==> config.mk <==
export PLATFORM = sky130hd
export DESIGN_NAME = banked_memory_decoder_top
export DESIGN_NICKNAME = d
export VERILOG_FILES = /design/src/hdl/bmd_pkg.sv /design/src/hdl/banked_memory_decoder_top.sv /design/src/hdl/bmd_decode.sv
export SDC_FILE = /design/constraint.sdc
export NUM_CORES = 1
export LEC_CHECK = 0
export ABC_AREA = 1
export BUFFER_PORTS_ARGS = -buffer_cell sky130_fd_sc_hd__buf_2
export CAP_MARGIN = 30
export CORE_MARGIN = 3
export CORE_UTILIZATION = 52
export DETAILED_ROUTE_END_ITERATION = 12
export PLACE_DENSITY = 0.86
export SETUP_SLACK_MARGIN = 0.05
export SYNTH_ARGS = -nofsm -noshare
export SYNTH_HDL_FRONTEND = slang
export SYNTH_HIERARCHICAL = 1
export SYNTH_SLANG_ARGS = --single-unit
==> constraint.sdc <==
create_clock -name i_clk -period 3 [get_ports i_clk]
set_clock_uncertainty 0.15 [all_clocks]
set_input_delay 0 -clock i_clk [delete_from_list [all_inputs] [get_ports i_clk]]
set_output_delay 0 -clock i_clk [all_outputs]
set_load 0.1 [all_outputs]
==> src/hdl/bmd_pkg.sv <==
`timescale 1ns / 1ps

package bmd_pkg;

    localparam int ADDR_W       = 16;
    localparam int DATA_W       = 8;
    localparam int PHYS_W       = 21;
    localparam int RAM_BANK_W   = 8;
    localparam int ROM_BANK_W   = 5;
    localparam int BANK_CNT_W   = 9;

    localparam int ROM_BANKS_DEF = 32;

    localparam logic [BANK_CNT_W-1:0] RAM_BANK_COUNT_RST = 9'd256;

    localparam logic [ADDR_W-1:0] IO_BASE      = 16'h9F00;
    localparam logic [ADDR_W-1:0] HIRAM_BASE   = 16'hA000;
    localparam logic [ADDR_W-1:0] ROM_BASE     = 16'hC000;
    localparam logic [ADDR_W-1:0] BANKREG_MASK = 16'hFFFE;

    localparam logic [DATA_W-1:0] ROM_BANK_READ_SET = 8'(128 + 64 + 32);
    localparam logic [DATA_W-1:0] NOIO_READ_VALUE   = 8'h00;

    typedef enum logic [2:0] {
        TGT_LORAM   = 3'd0,
        TGT_HIRAM   = 3'd1,
        TGT_ROM     = 3'd2,
        TGT_CHIPA   = 3'd3,
        TGT_CHIPB   = 3'd4,
        TGT_VIDEO   = 3'd5,
        TGT_NOIO    = 3'd6,
        TGT_BANKREG = 3'd7
    } t_target;

    typedef struct packed {
        t_target                target;
        logic [PHYS_W-1:0]      phys_offset;
        logic                   write_enable;
        logic [DATA_W-1:0]      local_data;
        logic                   local_valid;
        logic                   ram_bank_load;
        logic                   rom_bank_load;
    } t_decode;

endpackage

==> src/hdl/banked_memory_decoder_top.sv <==
`timescale 1ns / 1ps

// Bank-switched memory decoder for a 16-bit CPU bus.
// Input channel (i_in_valid / o_in_stall) carries one access word: read or
// write, address and write byte. Output channel (o_out_valid / i_out_stall)
// returns one decoded word per access: target, physical offset, write enable
// and the decoder's own read answer (bank registers, unmapped I/O).
// An access taken at an edge shows on the output after that edge. Throughput
// is one access per cycle while the output is not stalled; the decode is a
// single combinational pass between the input port and the output register.
// Writes to address 0 and 1 load the RAM and ROM bank registers; the next
// access already decodes with the new bank.
// Configuration: i_cfg_valid / o_cfg_ready writes the number of fitted RAM
// banks; o_cfg_ready is always high. Write it only while the block is idle.
// Reset (synchronous, active low) clears both banks to 0, sets the bank
// count to 256 and empties the output register.
// When the receiver stalls, the output word holds and o_in_stall rises
// while the output register is full, so no access is lost.
module banked_memory_decoder_top #(
    parameter int ROM_BANKS = bmd_pkg::ROM_BANKS_DEF
) (
    input  logic                              i_clk,
    input  logic                              i_rst_n,

    input  logic                              i_cfg_valid,
    output logic                              o_cfg_ready,
    input  logic [bmd_pkg::BANK_CNT_W-1:0]    i_cfg_ram_bank_count,

    input  logic                              i_in_valid,
    output logic                              o_in_stall,
    input  logic                              i_req_type,
    input  logic [bmd_pkg::ADDR_W-1:0]        i_address,
    input  logic [bmd_pkg::DATA_W-1:0]        i_write_data,

    output logic                              o_out_valid,
    input  logic                              i_out_stall,
    output logic [2:0]                        o_target,
    output logic [bmd_pkg::PHYS_W-1:0]        o_phys_offset,
    output logic                              o_write_enable,
    output logic [bmd_pkg::DATA_W-1:0]        o_local_data,
    output logic                              o_local_valid
);
    import bmd_pkg::*;

    logic [BANK_CNT_W-1:0] r_ram_bank_count;
    logic [RAM_BANK_W-1:0] r_ram_bank;
    logic [ROM_BANK_W-1:0] r_rom_bank;
    logic                  r_out_valid;
    t_decode               r_out;

    t_decode               dec;
    logic                  in_accept;

    assign o_cfg_ready = 1'b1;
    assign o_in_stall  = r_out_valid && i_out_stall;
    assign in_accept   = i_in_valid && !o_in_stall;

    bmd_decode #(
        .ROM_BANKS (ROM_BANKS)
    ) u_decode (
        .i_wr             (i_req_type),
        .i_addr           (i_address),
        .i_ram_bank       (r_ram_bank),
        .i_rom_bank       (r_rom_bank),
        .i_ram_bank_count (r_ram_bank_count),
        .o_dec            (dec)
    );

    always_ff @(posedge i_clk) begin
        if (!i_rst_n) begin
            r_ram_bank_count <= RAM_BANK_COUNT_RST;
            r_ram_bank       <= '0;
            r_rom_bank       <= '0;
            r_out_valid      <= 1'b0;
        end else begin
            if (i_cfg_valid) begin
                r_ram_bank_count <= i_cfg_ram_bank_count;
            end
            if (in_accept && dec.ram_bank_load) begin
                r_ram_bank <= i_write_data;
            end
            if (in_accept && dec.rom_bank_load) begin
                r_rom_bank <= i_write_data[ROM_BANK_W-1:0];
            end
            // drop the word once taken, refill on a new access
            if (in_accept) begin
                r_out_valid <= 1'b1;
            end else if (!i_out_stall) begin
                r_out_valid <= 1'b0;
            end
        end
    end

    always_ff @(posedge i_clk) begin
        if (in_accept) begin
            r_out <= dec;
        end
    end

    assign o_out_valid    = r_out_valid;
    assign o_target       = r_out.target;
    assign o_phys_offset  = r_out.phys_offset;
    assign o_write_enable = r_out.write_enable;
    assign o_local_data   = r_out.local_data;
    assign o_local_valid  = r_out.local_valid;

`ifndef SYNTHESIS
    a_accept_gives_word: assert property (@(posedge i_clk) disable iff (!i_rst_n)
        in_accept |=> o_out_valid)
        else $error("accepted access produced no output word");

    a_rom_never_written: assert property (@(posedge i_clk) disable iff (!i_rst_n)
        (o_out_valid && o_target == TGT_ROM) |-> !o_write_enable)
        else $error("write enable on ROM target");

    a_local_only_own: assert property (@(posedge i_clk) disable iff (!i_rst_n)
        (o_out_valid && o_local_valid) |->
            (o_target == TGT_BANKREG || o_target == TGT_NOIO) && !o_write_enable)
        else $error("local answer on a target the decoder does not own");

    a_rom_bank_load: assert property (@(posedge i_clk) disable iff (!i_rst_n)
        (in_accept && i_req_type && i_address == 16'd1) |=>
            r_rom_bank == $past(i_write_data[ROM_BANK_W-1:0]))
        else $error("ROM bank register not loaded");

    a_bank_stable: assert property (@(posedge i_clk) disable iff (!i_rst_n)
        !in_accept |=> $stable(r_ram_bank) && $stable(r_rom_bank))
        else $error("bank register changed without an access");
`endif

endmodule

==> src/hdl/bmd_decode.sv <==
`timescale 1ns / 1ps

module bmd_decode #(
    parameter int ROM_BANKS = bmd_pkg::ROM_BANKS_DEF
) (
    input  logic                              i_wr,
    input  logic [bmd_pkg::ADDR_W-1:0]        i_addr,
    input  logic [bmd_pkg::RAM_BANK_W-1:0]    i_ram_bank,
    input  logic [bmd_pkg::ROM_BANK_W-1:0]    i_rom_bank,
    input  logic [bmd_pkg::BANK_CNT_W-1:0]    i_ram_bank_count,
    output bmd_pkg::t_decode                  o_dec
);
    import bmd_pkg::*;

    localparam int PAGE_W    = $clog2(ROM_BANKS);
    localparam int ROM_DEPTH = 2 ** ROM_BANK_W;

    // ROM bank to physical page; remainders are worked out at elaboration
    logic [PAGE_W-1:0] rom_page_tbl [ROM_DEPTH];

    for (genvar g = 0; g < ROM_DEPTH; g++) begin : g_rom_page
        assign rom_page_tbl[g] = PAGE_W'(g % ROM_BANKS);
    end

    logic [3:0] slot;
    assign slot = i_addr[7:4];

    always_comb begin
        o_dec               = '0;
        o_dec.target        = TGT_LORAM;
        o_dec.phys_offset   = PHYS_W'(i_addr);
        if (i_addr < IO_BASE) begin
            if ((i_addr & BANKREG_MASK) != '0) begin
                o_dec.target       = TGT_LORAM;
                o_dec.write_enable = i_wr;
            end else begin
                o_dec.target = TGT_BANKREG;
                if (i_wr) begin
                    o_dec.write_enable  = 1'b1;
                    o_dec.ram_bank_load = !i_addr[0];
                    o_dec.rom_bank_load = i_addr[0];
                end else begin
                    o_dec.local_valid = 1'b1;
                    o_dec.local_data  = i_addr[0] ? (ROM_BANK_READ_SET | DATA_W'(i_rom_bank))
                                                  : i_ram_bank;
                end
            end
        end else if (i_addr < HIRAM_BASE) begin
            case (slot) inside
                4'd0, 4'd1: begin
                    o_dec.target       = (slot == 4'd0) ? TGT_CHIPA : TGT_CHIPB;
                    o_dec.phys_offset  = PHYS_W'(i_addr[3:0]);
                    o_dec.write_enable = i_wr;
                end
                [4'd2:4'd3]: begin
                    o_dec.target       = TGT_VIDEO;
                    o_dec.phys_offset  = PHYS_W'(i_addr[4:0]);
                    o_dec.write_enable = i_wr;
                end
                default: begin
                    // unmapped slot: drop writes, read back a fixed byte
                    o_dec.target      = TGT_NOIO;
                    o_dec.phys_offset = PHYS_W'(i_addr[7:0]);
                    o_dec.local_valid = !i_wr;
                    o_dec.local_data  = NOIO_READ_VALUE;
                end
            endcase
        end else if (i_addr < ROM_BASE) begin
            o_dec.target       = TGT_HIRAM;
            o_dec.phys_offset  = {i_ram_bank, i_addr[12:0]};
            o_dec.write_enable = i_wr && ({1'b0, i_ram_bank} < i_ram_bank_count);
        end else begin
            o_dec.target      = TGT_ROM;
            o_dec.phys_offset = PHYS_W'({rom_page_tbl[i_rom_bank], i_addr[13:0]});
        end
    end

endmodule
==> impl_metrics.py <==
metrics = {
    "sta": {
        "min_period_ns": 2.507,
        "setup_viol": 0,
        "report.final.slew_viol_count": 0,
        "fmax_mhz": 398.9,
        "hold_viol": 0,
        "final.period_utilization_pct": 83.56,
        "tightestPinTransition_ns": 0.9051,
        "grt_setup_unrepaired": "no",
        "max_slew_margin_pct": 39.52,
        "total_neg_setup_slack_ns": 0,
    },
    "grt": {
        "grt_usage_pct": 25.64,
        "grt_max_degree": 35,
        "grt_antenna_before_repair": 0,
        "grt_first_pass_wirelength_um": 12540,
        "grt_remaining_overflow": 0,
        "first_global_vias": 2747,
    },
    "die": {
        "die_height_um": 80.15,
        "floorplan.core_area_um2": 5205,
        "placementRows": 26,
        "start_util_pct": 54.93,
        "floorplan.die_area_um2": 6424,
        "die-width_um": 80.15,
        "ioPinCount": 76,
    },
    "synthesis": {
        "cell_type_contributing_the_most_total_cell_area_after_synthesis": "sky130_fd_sc_hd__edfxtp_1",
        "synthesis.instances": 337,
        "top_area_cell_type_share_of_the_netlist_area_pct": 35.71,
        "ys.warnings.count": 6,
        "distinct_cell_type_count_after_synthesis": 30,
        "synthesis.area_um2": 2859,
        "synth_sequential_area_ratio_pct": 51.82,
        "ys_seq_elements": 57,
        "synth_area_per_cell_um2": 8.484,
        "synth_area_leaders": "sky130_fd_sc_hd__edfxtp_1 36%, sky130_fd_sc_hd__dfxtp_1 16%, sky130_fd_sc_hd__inv_1 9.2%",
        "synthesis.nets": 383,
    },
    "layout": {
        "final_cell_count_no_fill": 540,
        "multiInputGateArea_um2": 984.7,
        "drive_gt1_share_pct": 23.83,
        "seqCellArea_um2": 1481,
        "syn_to_final_growth_pct": 39.65,
        "num-fill-cells": 335,
        "antenna_cells_inserted": 0,
        "num-nets-final": 511,
    },
    "route": {
        "routed_via_density": 5.067,
        "drc": 0,
        "drt_wl_total_um": 7649,
        "detailedRoute.firstIterationViolations": 294,
        "number_of_vias_after_detailed_routing": 2736,
        "postRouteAntennaNets": 0,
        "wire_length_per_cell_after_detailed_routing_um": 14.16,
        "drt-pass1-iter-count": 7,
    },
    "worst_setup_path": {
        "startpoint_type": "primary input",
        "criticalPathCategory": "primary input to flop",
        "critical_path_required_ns": 3.08,
        "arrival_ns": 2.59,
        "critical_path.endpoint_type": "flop",
        "crit_fanout": 12,
    },
    "status": {
        "status": "finished, final reports clean",
    },
    "clocking": {
        "max-clock-path-buffers": 2,
        "clk_transition_reported_paths_ns": 0.07,
        "cts_inserted_buffers": 9,
        "cts.sink_count": 57,
        "htree_num_levels": 3,
        "clock_tree_from_tritoncts": "yes",
        "cts_root_buffer": "sky130_fd_sc_hd__clkbuf_8",
        "clk-insertion-delay-late_ns": 0.33,
    },
    "power_and_ir_drop": {
        "ir_drop_mv": 0.3182,
        "total_switching_power_uw": 613.9,
        "power.density_cell_area_nw_per_um2": 497.7,
        "power.leakage_uw": 0.001911,
        "netSwitchingFraction_pct": 30.89,
        "power.clock.fraction_pct": 34.2,
        "power_frac_seq_pct": 44.2,
        "p_int_uw": 1373,
        "combPwrFrac_pct": 21.6,
        "post-layout-total-power_uw": 1987,
    },
    "run": {
        "maxCapViolCount": 0,
    },
    "min_path": {
        "class_of_the_worst_hold_path": "primary input to flop",
    },
    "placement": {
        "gp_congestion": 0.9197,
        "port_buffers": 74,
        "detailedPlacementHpwl_um": 4439,
        "post_placement_cell_count": 465,
    },
}
layout make-up:
type                            instances  area share [%]
Multi-Input combinational cell        190           24.66
Clock buffer                           14           4.607
Clock inverter                          2          0.2507
Timing Repair Buffer                  134           24.26
Tap cell                               70           2.194
Inverter                               73           6.926
Sequential cell                        57           37.10
state kept, by name (all words and copies together), names as in the netlist:
register / cells
o_phys_offset: 21
r_ram_bank: 8
r_rom_bank: 5
o_local_data: 8
o_local_valid: 1
o_out_valid: 1
o_target: 3
o_write_enable: 1
r_ram_bank_count: 9
cells by family (layout without fill, tap and decap cells):
| logic type | count (synthesis) | after routing | share of synthesized area (%) |
|---|---|---|---|
| other | 1 | 1 | 0.1312 |
| adders and majority gates | 7 | 7 | 3.063 |
| buffers and inverters | 90 | 223 | 14.00 |
| AOI/OAI and AO/OA | 34 | 34 | 6.390 |
| DFF | 57 | 57 | 51.82 |
| and+or+nand+nor | 148 | 148 | 24.59 |
power by group through the flow:
stage | Clock (uW) | Combinational (uW) | Sequential, uW
2_1_floorplan | 0 | 103 | 1080
3_3_place_gp | 0 | 349 | 894
3_5_place_dp | 0 | 355 | 895
4_1_cts | 689 | 416 | 878
5_1_grt | 725 | 452 | 881
6_report | 680 | 429 | 879
cell usage after synthesis:
library cell / count
sky130_fd_sc_hd__inv_2: 2
sky130_fd_sc_hd__dfxtp_1: 23
sky130_fd_sc_hd__buf_4: 7
sky130_fd_sc_hd__conb_1: 1
sky130_fd_sc_hd__nor2_1: 42
sky130_fd_sc_hd__buf_2: 3
sky130_fd_sc_hd__inv_4: 1
sky130_fd_sc_hd__nand4_2: 1
sky130_fd_sc_hd__nand2_4: 2
sky130_fd_sc_hd__o21ai_0: 15
sky130_fd_sc_hd__nand2_1: 65
sky130_fd_sc_hd__nand3_1: 7
sky130_fd_sc_hd__nor3_2: 1
sky130_fd_sc_hd__clkbuf_1: 3
sky130_fd_sc_hd__or2_1: 1
sky130_fd_sc_hd__a21oi_1: 15
sky130_fd_sc_hd__edfxtp_1: 34
sky130_fd_sc_hd__a32oi_1: 2
sky130_fd_sc_hd__inv_1: 70
sky130_fd_sc_hd__nor3_1: 2
sky130_fd_sc_hd__nand2_2: 2
sky130_fd_sc_hd__ha_1: 7
sky130_fd_sc_hd__nand3_2: 1
sky130_fd_sc_hd__nand3_4: 2
sky130_fd_sc_hd__nor2_2: 9
sky130_fd_sc_hd__buf_6: 4
sky130_fd_sc_hd__nor3_4: 1
sky130_fd_sc_hd__nand4_1: 12
sky130_fd_sc_hd__a21boi_1: 1
sky130_fd_sc_hd__a21boi_0: 1
placed cells by master, fill, tap and decap left out, types with 7 or more instances in the layout:
cell type / instances
sky130_fd_sc_hd__buf_2: 74
sky130_fd_sc_hd__inv_1: 70
sky130_fd_sc_hd__nand2_1: 65
sky130_fd_sc_hd__dlygate4sd3_1: 59
sky130_fd_sc_hd__nor2_1: 41
sky130_fd_sc_hd__edfxtp_1: 34
sky130_fd_sc_hd__dfxtp_1: 23
sky130_fd_sc_hd__o21ai_0: 15
sky130_fd_sc_hd__a21oi_1: 15
sky130_fd_sc_hd__nand4_1: 12
sky130_fd_sc_hd__clkbuf_8: 11
sky130_fd_sc_hd__nor2_2: 9
sky130_fd_sc_hd__nand3_1: 7
sky130_fd_sc_hd__ha_1: 7
critical path, cell delays in order:
cell	delay [ns]
sky130_fd_sc_hd__dlygate4sd3_1	0.54
sky130_fd_sc_hd__buf_2	0.19
sky130_fd_sc_hd__nor2_1	0.12
sky130_fd_sc_hd__nand2_1	0.07
sky130_fd_sc_hd__nor3_2	0.25
sky130_fd_sc_hd__nand2_2	0.15
sky130_fd_sc_hd__nor3_1	0.18
sky130_fd_sc_hd__buf_4	0.21
sky130_fd_sc_hd__nand4_1	0.15
sky130_fd_sc_hd__nand2_1	0.09
sky130_fd_sc_hd__dlygate4sd3_1	0.60
sky130_fd_sc_hd__nor2_2	0.05
final timing paths:
check,startpoint,endpoint,slack (ns),depth (start not counted)
setup / recovery,i_address[15],r_ram_bank[6],0.49,12
setup reg to reg,o_out_valid,o_local_data[4],1.14,3
hold reg to reg,r_ram_bank[7],r_ram_bank[7],0.40,4
hold / removal,i_address[3],o_phys_offset[3],0.25,2
timing repair:
item	in CTS	in global routing
setup buffers	0	0
hold buffers	59	0
endpoints found under the hold margin	47	0
endpoints found under the setup margin	0	0
gates resized for setup	0	0
metrics by stage:
| stage | util [%] | area, um^2 | setup WS (ns) | hold WS (ns) |
|---|---|---|---|---|
| finish | 76.71 | 3993 | 0.4933 | 0.2484 |
| global route | 76.71 | 3993 | 0.3960 | 0.2611 |
| CTS | 76.71 | 3993 | 0.6099 | 0.2235 |
| detailed placement | 61.63 | 3208 | 1.019 | 0.04039 |
| global placement | 61.63 | 3208 | 1.150 | 0.03673 |
| floorplan | - | 2867 | 0.2132 | -0.02368 |
routing by layer:
metal | GRT usage (%) | vias up | part of all wire, %
met5 | 0 | - | 0
met4 | 13.68 | 0 | 4.3
met1 | 29.13 | 1233 | 37
met2 | 44.62 | 162 | 50
met3 | 5.605 | 34 | 8.2
li1 | - | 1307 | -
No activity file was read; power rests on OpenSTA's default activity.
